--- src/sptc_pkg.sv ---
// Shared widths, payload types and helper types of the same-pressure temperature conflict check.
`default_nettype none

package sptc_pkg;

    localparam int LVL_W  = 10;
    localparam int PRES_W = 21;
    localparam int TEMP_W = 16;
    localparam int FIN_W  = 18;
    localparam int DIFF_W = 19;
    localparam int DIST_W = 17;
    localparam int CNT_W  = 10;
    localparam int CNT_MAX = 1023;
    localparam int MAX_RES = 3;
    localparam int RCNT_W = 2;

    // Level held in the input register, with its corrected temperature
    // and its distance from background already worked out.
    typedef struct packed {
        logic                     valid;
        logic [LVL_W-1:0]         level_index;
        logic [PRES_W-1:0]        pressure;
        logic signed [FIN_W-1:0]  final_temp;
        logic [DIST_W-1:0]        bkg_dist;
        logic                     obs_missing;
        logic                     end_of_profile;
    } stage_t;

    typedef struct packed {
        logic [LVL_W-1:0] flag_level;
        logic             set_reject;
        logic             set_interp;
        logic             summary_item;
        logic             profile_failed;
        logic [CNT_W-1:0] conflict_count;
        logic             last_result;
    } result_t;

    typedef struct packed {
        logic [RCNT_W-1:0]         count;
        result_t [MAX_RES-1:0]     res;
    } eval_t;

endpackage

`default_nettype wire

--- src/sptc_if.sv ---
// Handshake interfaces for the level input channel and the result output channel.
`default_nettype none

interface sptc_level_if;
    import sptc_pkg::*;

    logic                     valid;
    logic                     ready;
    logic [LVL_W-1:0]         level_index;
    logic [PRES_W-1:0]        pressure;
    logic [TEMP_W-1:0]        obs_temp;
    logic signed [TEMP_W-1:0] temp_correction;
    logic [TEMP_W-1:0]        bkg_temp;
    logic                     obs_missing;
    logic                     end_of_profile;

    modport source (
        output valid, level_index, pressure, obs_temp, temp_correction, bkg_temp,
               obs_missing, end_of_profile,
        input  ready
    );

    modport sink (
        input  valid, level_index, pressure, obs_temp, temp_correction, bkg_temp,
               obs_missing, end_of_profile,
        output ready
    );
endinterface

interface sptc_result_if;
    import sptc_pkg::*;

    logic             valid;
    logic             ready;
    logic [LVL_W-1:0] flag_level;
    logic             set_reject;
    logic             set_interp;
    logic             summary_item;
    logic             profile_failed;
    logic [CNT_W-1:0] conflict_count;
    logic             last_result;

    modport source (
        output valid, flag_level, set_reject, set_interp, summary_item, profile_failed,
               conflict_count, last_result,
        input  ready
    );

    modport sink (
        input  valid, flag_level, set_reject, set_interp, summary_item, profile_failed,
               conflict_count, last_result,
        output ready
    );
endinterface

`default_nettype wire

--- src/same_pressure_temp_conflict_check.sv ---
// Top level of the same-pressure temperature conflict check.
//
// Usage: profile levels arrive on the levels channel, one transfer per level,
// in profile order. Each level is first captured in an input register, where
// its corrected temperature and its distance from background are formed. In
// the next stage it is compared against the single held reference level, and
// its results (none, two flag results, a summary, or flags then summary) are
// loaded into a three-entry result buffer that feeds the results channel.
// Each level goes through the input register and then the result buffer.
// While results.ready is high, a level that causes at most one result is
// taken every cycle; one that causes two or three holds the following level
// until its last result goes out, as the buffer empties one result a cycle.
// The temp_threshold register is written through cfg_wr_en and cfg_wr_data
// and should only change while no level is in flight.
// Reset clears the threshold, the reference level, the conflict tally and
// both pipeline stages. When the receiver stalls, results wait in the
// buffer, the input register keeps its level, and levels.ready drops.
`default_nettype none

module same_pressure_temp_conflict_check #(
    parameter int MAX_LEVELS = 1024
) (
    input  wire logic                         clk,
    input  wire logic                         rst_n,
    sptc_level_if.sink                        levels,
    sptc_result_if.source                     results,
    input  wire logic                         cfg_wr_en,
    input  wire logic [sptc_pkg::TEMP_W-1:0]  cfg_wr_data
);
    import sptc_pkg::*;

    stage_t stg;
    eval_t  ev;
    logic   free;
    logic   advance;

    // A held level moves on once the buffer can take all of its results.
    assign advance = stg.valid && free;

    sptc_in_stage u_in_stage (
        .clk     (clk),
        .rst_n   (rst_n),
        .levels  (levels),
        .advance (advance),
        .stg     (stg)
    );

    sptc_eval #(
        .MAX_LEVELS (MAX_LEVELS)
    ) u_eval (
        .clk         (clk),
        .rst_n       (rst_n),
        .cfg_wr_en   (cfg_wr_en),
        .cfg_wr_data (cfg_wr_data),
        .stg         (stg),
        .advance     (advance),
        .ev          (ev)
    );

    sptc_out_buf u_out_buf (
        .clk     (clk),
        .rst_n   (rst_n),
        .ev      (ev),
        .load    (advance),
        .free    (free),
        .results (results)
    );

    // A summary is always the final result of its level.
    a_summary_last: assert property (@(posedge clk) disable iff (!rst_n)
        results.valid && results.summary_item |-> results.last_result)
        else $error("summary result without last_result");

    // A flag result marks its level with exactly one of reject or interpolate.
    a_flag_onehot: assert property (@(posedge clk) disable iff (!rst_n)
        results.valid && !results.summary_item |-> results.set_reject != results.set_interp)
        else $error("flag result with both or neither mark");

    // Input backpressure only happens while a level is held and cannot move on.
    a_ready_cause: assert property (@(posedge clk) disable iff (!rst_n)
        !levels.ready |-> stg.valid && !free)
        else $error("levels.ready low without a blocked level");

    // A summary transfer never carries flag marks.
    a_summary_clean: assert property (@(posedge clk) disable iff (!rst_n)
        results.valid && results.summary_item |-> !results.set_reject && !results.set_interp)
        else $error("summary result carries flag marks");
endmodule

`default_nettype wire

--- src/sptc_in_stage.sv ---
// Input register that also forms the corrected temperature and background distance.
`default_nettype none

module sptc_in_stage (
    input  wire logic            clk,
    input  wire logic            rst_n,
    sptc_level_if.sink           levels,
    input  wire logic            advance,
    output sptc_pkg::stage_t     stg
);
    import sptc_pkg::*;

    logic                     valid_reg;
    logic                     valid_next;
    stage_t                   data_reg;
    stage_t                   data_next;
    logic                     take;
    logic signed [FIN_W-1:0]  fin;
    logic signed [FIN_W-1:0]  bdiff;
    logic [FIN_W-1:0]         bdiff_abs;

    assign levels.ready = !valid_reg || advance;
    assign take         = levels.valid && levels.ready;

    always_comb
    begin
        fin = $signed({2'b00, levels.obs_temp})
            + $signed({{(FIN_W-TEMP_W){levels.temp_correction[TEMP_W-1]}},
                       levels.temp_correction});
        bdiff     = fin - $signed({2'b00, levels.bkg_temp});
        bdiff_abs = bdiff[FIN_W-1] ? FIN_W'(-bdiff) : FIN_W'(bdiff);

        data_next                = data_reg;
        data_next.valid          = 1'b1;
        data_next.level_index    = levels.level_index;
        data_next.pressure       = levels.pressure;
        data_next.final_temp     = fin;
        data_next.bkg_dist       = bdiff_abs[DIST_W-1:0];
        data_next.obs_missing    = levels.obs_missing;
        data_next.end_of_profile = levels.end_of_profile;

        if (take)
        begin
            valid_next = 1'b1;
        end
        else if (advance)
        begin
            valid_next = 1'b0;
        end
        else
        begin
            valid_next = valid_reg;
        end
    end

    always_ff @(posedge clk or negedge rst_n)
    begin
        if (!rst_n)
        begin
            valid_reg <= 1'b0;
        end
        else
        begin
            valid_reg <= valid_next;
        end
    end

    always_ff @(posedge clk)
    begin
        if (take)
        begin
            data_reg <= data_next;
        end
    end

    always_comb
    begin
        stg       = data_reg;
        stg.valid = valid_reg;
    end
endmodule

`default_nettype wire

--- src/sptc_eval.sv ---
// Reference level state, threshold register and per-level conflict evaluation.
`default_nettype none

module sptc_eval #(
    parameter int MAX_LEVELS = 1024
) (
    input  wire logic                         clk,
    input  wire logic                         rst_n,
    input  wire logic                         cfg_wr_en,
    input  wire logic [sptc_pkg::TEMP_W-1:0]  cfg_wr_data,
    input  wire sptc_pkg::stage_t             stg,
    input  wire logic                         advance,
    output sptc_pkg::eval_t                   ev
);
    import sptc_pkg::*;

    localparam int TallyCapInt = (MAX_LEVELS - 1 < CNT_MAX) ? MAX_LEVELS - 1 : CNT_MAX;
    localparam logic [CNT_W-1:0] TALLY_CAP = CNT_W'(TallyCapInt);

    logic [TEMP_W-1:0]        thr_reg;
    logic                     ref_valid_reg, ref_valid_next;
    logic [LVL_W-1:0]         ref_index_reg, ref_index_next;
    logic [PRES_W-1:0]        ref_pressure_reg, ref_pressure_next;
    logic signed [FIN_W-1:0]  ref_final_reg, ref_final_next;
    logic [DIST_W-1:0]        ref_dist_reg, ref_dist_next;
    logic [CNT_W-1:0]         tally_reg, tally_next;

    logic                     present;
    logic                     same;
    logic signed [DIFF_W-1:0] tdiff;
    logic [DIFF_W-1:0]        tdiff_abs;
    logic                     conflict;
    logic                     keep_cur;
    logic                     take;
    logic [CNT_W-1:0]         tally_upd;
    result_t                  flag_ref;
    result_t                  flag_cur;
    result_t                  summ;

    always_comb
    begin
        present   = !stg.obs_missing;
        same      = ref_valid_reg && (stg.pressure == ref_pressure_reg);
        tdiff     = {stg.final_temp[FIN_W-1], stg.final_temp}
                  - {ref_final_reg[FIN_W-1], ref_final_reg};
        tdiff_abs = tdiff[DIFF_W-1] ? DIFF_W'(-tdiff) : DIFF_W'(tdiff);
        conflict  = present && same
                  && (tdiff_abs[DIST_W-1:0] > {{(DIST_W-TEMP_W){1'b0}}, thr_reg});
        // On a tie the current level is the one that stays.
        keep_cur  = stg.bkg_dist <= ref_dist_reg;
        take      = present && (!same || (conflict && keep_cur));
        tally_upd = (conflict && (tally_reg < TALLY_CAP)) ? tally_reg + 1'b1 : tally_reg;

        flag_ref                = '0;
        flag_ref.flag_level     = ref_index_reg;
        flag_ref.set_reject     = keep_cur;
        flag_ref.set_interp     = !keep_cur;

        flag_cur                = '0;
        flag_cur.flag_level     = stg.level_index;
        flag_cur.set_reject     = !keep_cur;
        flag_cur.set_interp     = keep_cur;
        flag_cur.last_result    = !stg.end_of_profile;

        summ                    = '0;
        summ.summary_item       = 1'b1;
        summ.profile_failed     = tally_upd != '0;
        summ.conflict_count     = tally_upd;
        summ.last_result        = 1'b1;

        ev.count  = {conflict, 1'b0} + {1'b0, stg.end_of_profile};
        ev.res[2] = summ;
        if (conflict)
        begin
            ev.res[0] = flag_ref;
            ev.res[1] = flag_cur;
        end
        else
        begin
            ev.res[0] = summ;
            ev.res[1] = '0;
        end

        ref_valid_next    = ref_valid_reg;
        ref_index_next    = ref_index_reg;
        ref_pressure_next = ref_pressure_reg;
        ref_final_next    = ref_final_reg;
        ref_dist_next     = ref_dist_reg;
        tally_next        = tally_upd;
        if (stg.end_of_profile)
        begin
            // The summary closes the profile; the next level starts afresh.
            ref_valid_next    = 1'b0;
            ref_index_next    = '0;
            ref_pressure_next = '0;
            ref_final_next    = '0;
            ref_dist_next     = '0;
            tally_next        = '0;
        end
        else if (take)
        begin
            ref_valid_next    = 1'b1;
            ref_index_next    = stg.level_index;
            ref_pressure_next = stg.pressure;
            ref_final_next    = stg.final_temp;
            ref_dist_next     = stg.bkg_dist;
        end
    end

    always_ff @(posedge clk or negedge rst_n)
    begin
        if (!rst_n)
        begin
            thr_reg          <= '0;
            ref_valid_reg    <= 1'b0;
            ref_index_reg    <= '0;
            ref_pressure_reg <= '0;
            ref_final_reg    <= '0;
            ref_dist_reg     <= '0;
            tally_reg        <= '0;
        end
        else
        begin
            if (cfg_wr_en)
            begin
                thr_reg <= cfg_wr_data;
            end
            if (advance)
            begin
                ref_valid_reg    <= ref_valid_next;
                ref_index_reg    <= ref_index_next;
                ref_pressure_reg <= ref_pressure_next;
                ref_final_reg    <= ref_final_next;
                ref_dist_reg     <= ref_dist_next;
                tally_reg        <= tally_next;
            end
        end
    end
endmodule

`default_nettype wire

--- src/sptc_out_buf.sv ---
// Three-entry result buffer that drains one result per transfer.
`default_nettype none

module sptc_out_buf (
    input  wire logic            clk,
    input  wire logic            rst_n,
    input  wire sptc_pkg::eval_t ev,
    input  wire logic            load,
    output logic                 free,
    sptc_result_if.source        results
);
    import sptc_pkg::*;

    result_t [MAX_RES-1:0] slot_reg;
    result_t [MAX_RES-1:0] slot_next;
    logic [RCNT_W-1:0]     cnt_reg;
    logic [RCNT_W-1:0]     cnt_next;
    logic                  pop;

    assign results.valid = cnt_reg != '0;
    assign pop           = results.valid && results.ready;
    assign free          = (cnt_reg == '0) || ((cnt_reg == RCNT_W'(1)) && results.ready);

    always_comb
    begin
        slot_next = slot_reg;
        cnt_next  = cnt_reg;
        if (load)
        begin
            slot_next = ev.res;
            cnt_next  = ev.count;
        end
        else if (pop)
        begin
            slot_next[0] = slot_reg[1];
            slot_next[1] = slot_reg[2];
            cnt_next     = cnt_reg - 1'b1;
        end
    end

    always_ff @(posedge clk or negedge rst_n)
    begin
        if (!rst_n)
        begin
            cnt_reg <= '0;
        end
        else
        begin
            cnt_reg <= cnt_next;
        end
    end

    always_ff @(posedge clk)
    begin
        slot_reg <= slot_next;
    end

    assign results.flag_level     = slot_reg[0].flag_level;
    assign results.set_reject     = slot_reg[0].set_reject;
    assign results.set_interp     = slot_reg[0].set_interp;
    assign results.summary_item   = slot_reg[0].summary_item;
    assign results.profile_failed = slot_reg[0].profile_failed;
    assign results.conflict_count = slot_reg[0].conflict_count;
    assign results.last_result    = slot_reg[0].last_result;
endmodule

`default_nettype wire

--- src/flat_wrapper.sv ---
// flat-port wrapper written by rule: the top's interface ports become plain ports
module same_pressure_temp_conflict_check_flat import sptc_pkg::*;
#(
    parameter int MAX_LEVELS = 1024
)
  (clk, rst_n, cfg_wr_en, cfg_wr_data, levels_valid, levels_level_index, levels_pressure, levels_obs_temp, levels_temp_correction, levels_bkg_temp, levels_obs_missing, levels_end_of_profile, levels_ready, results_valid, results_flag_level, results_set_reject, results_set_interp, results_summary_item, results_profile_failed, results_conflict_count, results_last_result, results_ready);
  sptc_level_if levels_i ();
  sptc_result_if results_i ();
  input  wire logic clk;
  input  wire logic rst_n;
  input  wire logic cfg_wr_en;
  input  wire logic [sptc_pkg::TEMP_W-1:0] cfg_wr_data;
  input wire logic [$bits(levels_i.valid)-1:0] levels_valid;
  input wire logic [$bits(levels_i.level_index)-1:0] levels_level_index;
  input wire logic [$bits(levels_i.pressure)-1:0] levels_pressure;
  input wire logic [$bits(levels_i.obs_temp)-1:0] levels_obs_temp;
  input wire logic [$bits(levels_i.temp_correction)-1:0] levels_temp_correction;
  input wire logic [$bits(levels_i.bkg_temp)-1:0] levels_bkg_temp;
  input wire logic [$bits(levels_i.obs_missing)-1:0] levels_obs_missing;
  input wire logic [$bits(levels_i.end_of_profile)-1:0] levels_end_of_profile;
  output wire logic [$bits(levels_i.ready)-1:0] levels_ready;
  output wire logic [$bits(results_i.valid)-1:0] results_valid;
  output wire logic [$bits(results_i.flag_level)-1:0] results_flag_level;
  output wire logic [$bits(results_i.set_reject)-1:0] results_set_reject;
  output wire logic [$bits(results_i.set_interp)-1:0] results_set_interp;
  output wire logic [$bits(results_i.summary_item)-1:0] results_summary_item;
  output wire logic [$bits(results_i.profile_failed)-1:0] results_profile_failed;
  output wire logic [$bits(results_i.conflict_count)-1:0] results_conflict_count;
  output wire logic [$bits(results_i.last_result)-1:0] results_last_result;
  input wire logic [$bits(results_i.ready)-1:0] results_ready;
  assign levels_i.valid = levels_valid;
  assign levels_i.level_index = levels_level_index;
  assign levels_i.pressure = levels_pressure;
  assign levels_i.obs_temp = levels_obs_temp;
  assign levels_i.temp_correction = levels_temp_correction;
  assign levels_i.bkg_temp = levels_bkg_temp;
  assign levels_i.obs_missing = levels_obs_missing;
  assign levels_i.end_of_profile = levels_end_of_profile;
  assign levels_ready = levels_i.ready;
  assign results_valid = results_i.valid;
  assign results_flag_level = results_i.flag_level;
  assign results_set_reject = results_i.set_reject;
  assign results_set_interp = results_i.set_interp;
  assign results_summary_item = results_i.summary_item;
  assign results_profile_failed = results_i.profile_failed;
  assign results_conflict_count = results_i.conflict_count;
  assign results_last_result = results_i.last_result;
  assign results_i.ready = results_ready;
  same_pressure_temp_conflict_check #(.MAX_LEVELS(MAX_LEVELS)) u_core (.clk(clk), .rst_n(rst_n), .levels(levels_i), .results(results_i), .cfg_wr_en(cfg_wr_en), .cfg_wr_data(cfg_wr_data));
endmodule
--- config.mk ---
export PLATFORM = sky130hd
export DESIGN_NAME = same_pressure_temp_conflict_check_flat
export DESIGN_NICKNAME = d
export VERILOG_FILES = /design/src/sptc_pkg.sv /design/src/sptc_if.sv /design/src/same_pressure_temp_conflict_check.sv /design/src/sptc_in_stage.sv /design/src/sptc_eval.sv /design/src/sptc_out_buf.sv /design/src/flat_wrapper.sv
export SDC_FILE = /design/constraint.sdc
export NUM_CORES = 1
export LEC_CHECK = 0
export ABC_AREA = 1
export BUFFER_PORTS_ARGS = -buffer_cell sky130_fd_sc_hd__buf_4
export CAP_MARGIN = 20
export CORE_UTILIZATION = 35
export CTS_BUF_LIST = sky130_fd_sc_hd__clkbuf_8
export CTS_CLUSTER_SIZE = 28
export DETAILED_ROUTE_END_ITERATION = 16
export SYNTH_ARGS = -nofsm -noshare
export SYNTH_HDL_FRONTEND = slang
export SYNTH_SLANG_ARGS = --single-unit
--- constraint.sdc ---
create_clock -name clk -period 5.4 [get_ports clk]
set_input_delay 1.08 -clock clk [delete_from_list [all_inputs] [get_ports clk]]
set_output_delay 1.08 -clock clk [all_outputs]
set_load 0.01 [all_outputs]
==> summary.md <==
| Metric | Value |
|---|---|
| Cell variety after synth | `51` |
| Slowest CP cell | `fa_1` |
| H-tree levels | `2` |
| Total number of vias | `10.4k` |
| Worst R2R End | `u_core.u_eval.ref_pressure_reg[10]$_DFFE_PN0P_` |
| Type of the worst setup path | `flip-flop to flip-flop` |
| Final setup viols | `0` |
| Die X | `199 um` |
| CTS Buffer Depth | `3` |
| Area growth syn-to-layout | `15.5%` |
| Seq/Total Area, Yosys | `0.463` |
| VDD IR max | `0.302 mV` |
| Initial DRT Pass Iterations | `5` |
| Unrepaired setup endpoints after global routing | `no` |
| DR WL/cell | `13.4 um` |
| Fill count | `3783` |
| Hold Fails Final Rpt | `0` |
| Ys flop type | `edfxtp_1` |
| LEAKAGE | `7.47 nW` |
| Min-Delay Path Class | `flip-flop to flip-flop` |
| Final nets | `1865` |
| Top area cells in the synthesized netlist | `edfxtp_1 (29%), dfrtp_1 (18%), nand2_1 (8.7%)` |
| Setup crit end kind | `flip-flop` |
| WHS Path Cells | `2` |
| FF-to-FF setup slack | `500 ps` |
| Root Buffer | `clkbuf_8` |
| Total power | `9.09 mW` |
| Vias per cell | `4.68` |
| Gr ovfl total | `0` |
| Setup crit start kind | `flip-flop` |
| Crit path max fanout | `17` |
| Initial core utilization | `0.358` |
| Initial antenna violation count | `1` |
| Post-detail-place hpwl | `21800 um` |
| Drt drc | `0` |
| Number of global-route vias before repair | `10.1k` |
| Clk_lat worst skew | `550 ps` |
| GRT Overall Usage | `0.152` |
| Pin count of the biggest net entering global routing | `76` |
| Multi-input gate area | `5910 um^2` |
| Core area | `37800 um^2` |
| Hold path start | `u_core.u_in_stage.stg[67]$_DFFE_PP_` |
| Yosys top cell by area | `edfxtp_1` |
| # IOs | `129` |
| Die area | `39500 um^2` |
| Post-layout util | `0.414` |
| Worst clock skew | `24.5 ps` |
| First-pass GRT wire length | `48700 um` |
| CP max stage delay | `420 ps` |
| Post-CTS Setup Bufs | `0` |
| Hold Path End | `u_core.u_eval.ref_index_reg[9]$_DFFE_PN0P_` |
| FMAX | `0.204 GHz` |
| Register area | `6280 um^2` |
| Fraction of registers with async set/reset | `0.427` |
| Max-cap viol count | `0` |
| Rows | `71` |
| Mapped cell area | `13500 um^2` |
| Total negative slack | `0 ps` |
| Clk sinks | `225` |
| Most frequent cells after synthesis | `nand2_1 (314), inv_1 (259), edfxtp_1 (129)` |
| Run status | `completed` |
| RD Place Congestion | `0.859` |
| Slew @ Worst Pin | `862 ps` |
| Final instance area | `15700 um^2` |
| Share of cells above drive strength 1 | `0.153` |
| Req. time, crit path | `5810 ps` |
| Max FFs per register | `68` |
| Total CTS buffers | `40` |
| Max transition margin | `0.422` |
| Crit path top cell by count | `nand2_1` |
| Worst r2r path cells | `36` |
| Port Buf Inserts | `128` |
| #FFs+latches synth | `225` |
| WL final | `29600 um` |
| Top-area cell type share of the netlist area | `0.286` |
| Pins over their slew limit | `0` |
| Pwr per Cell Area | `580 nW/um^2` |
| Critical Path AT | `5320 ps` |
| Die height | `199 um` |
| DRT antenna net count | `0` |
| Final Cycle Share | `0.908` |
| Placed inst area | `14900 um^2` |
| Count leader, synth | `nand2_1` |
| CTS tree | `yes` |
| Reg2reg start | `u_core.u_eval.ref_final_reg[0]$_DFFE_PN0P_` |
| Number of enable flip-flop cells after synthesis | `129` |
| Worst hold slack | `511 ps` |
| Mapped Nets | `1740` |
| Inserted Diodes | `0` |
| Fin crit period | `4900 ps` |
| Synth warn | `0` |
| Syn Area/Cell | `8.76 um^2` |
| DR iter-0 viols | `635` |
| Cells after Synth | `1546` |
| Cts hold-fix bufs | `0` |
| CTS clk-pin slew, worst paths | `60 ps` |
[through the flow]
stage	std cells	worst slack, ps
global route	2214	27.4
detailed placement	2140	316
global placement	2140	443
floorplan	1546	405
finish	2214	498
CTS	2214	426
[critical path: cells and delay by family (launching register included)]
| family | cells | cell delay (ps) |
|---|---|---|
| adders and majority gates | 3 | 940 |
| DFF | 1 | 380 |
| xor gates and xnor gates | 1 | 160 |
| AOI/OAI and AO/OA | 5 | 660 |
| and+or+nand+nor | 23 | 2080 |
| buffers and inverters | 4 | 540 |
[final cells by class]
type | instances | share of cell area
multi-input cells | 999 | 0.378
inverters | 264 | 0.0633
clock buffers | 45 | 0.0396
well taps | 511 | 0.0408
clock inverters | 29 | 0.00847
repair buffers | 141 | 0.0692
flip-flops and latches | 225 | 0.401
[where the power goes]
part | internal (mW) | switching [mW]
sequential | 2.66 | 0.264
clock | 0.771 | 0.706
combinational | 1.70 | 2.99
[per-layer routing]
layer / part of all wire / global-route usage / wire length, um / vias up
met4: 0.015 / 0.0379 / 435 / 0
li1: - / - / - / 5318
met1: 0.49 / 0.212 / 14600 / 4786
met5: 0 / 0 / 0 / -
met2: 0.45 / 0.243 / 13300 / 224
met3: 0.042 / 0.0237 / 1240 / 36
[worst max path at each step]
stage	start	depth (start not counted)	endpoint	slack, ps
finish	u_core.u_eval.ref_final_reg[0]$_DFFE_PN0P_	36	u_core.u_eval.ref_pressure_reg[10]$_DFFE_PN0P_	500
global route	u_core.u_eval.ref_final_reg[0]$_DFFE_PN0P_	36	u_core.u_eval.ref_pressure_reg[14]$_DFFE_PN0P_	30
CTS	u_core.u_eval.ref_final_reg[0]$_DFFE_PN0P_	37	u_core.u_out_buf.results.profile_failed$_DFFE_PP_	430
detailed placement	levels_temp_correction[2]	26	u_core.u_in_stage.stg[18]$_DFFE_PP_	320
global placement	levels_temp_correction[2]	26	u_core.u_in_stage.stg[18]$_DFFE_PP_	440
floorplan	u_core.u_out_buf.cnt_reg[0]$_DFFE_PN0P_	6	u_core.u_out_buf.cnt_reg[0]$_DFFE_PN0P_	400
[repair_timing]
item	in CTS	in global routing
gates resized for setup	0	1
endpoints found under the hold margin	0	0
endpoints found under the setup margin	0	1
[cells in the final DEF (no fill, tap or decap), drive strengths merged, types with 28 or more instances in the layout]
| master | instances |
|---|---|
| nand3 | 122 |
| nor2 | 103 |
| clkbuf | 45 |
| nand4 | 28 |
| xor2 | 57 |
| a21oi | 54 |
| dfrtp | 96 |
| o21ai | 115 |
| edfxtp | 129 |
| buf | 141 |
| inv | 282 |
| ha | 89 |
| nand2 | 317 |
[kinds of logic after synthesis]
kind of cell | after synthesis | share of synthesized area
compound gates | 214 | 0.0954
xor+xnor | 73 | 0.0483
fa+ha+maj | 92 | 0.0866
buf+inv | 322 | 0.102
flops | 225 | 0.463
mux | 1 | 0.000831
simple gates | 619 | 0.203
Power figures use the tool's default switching activity.
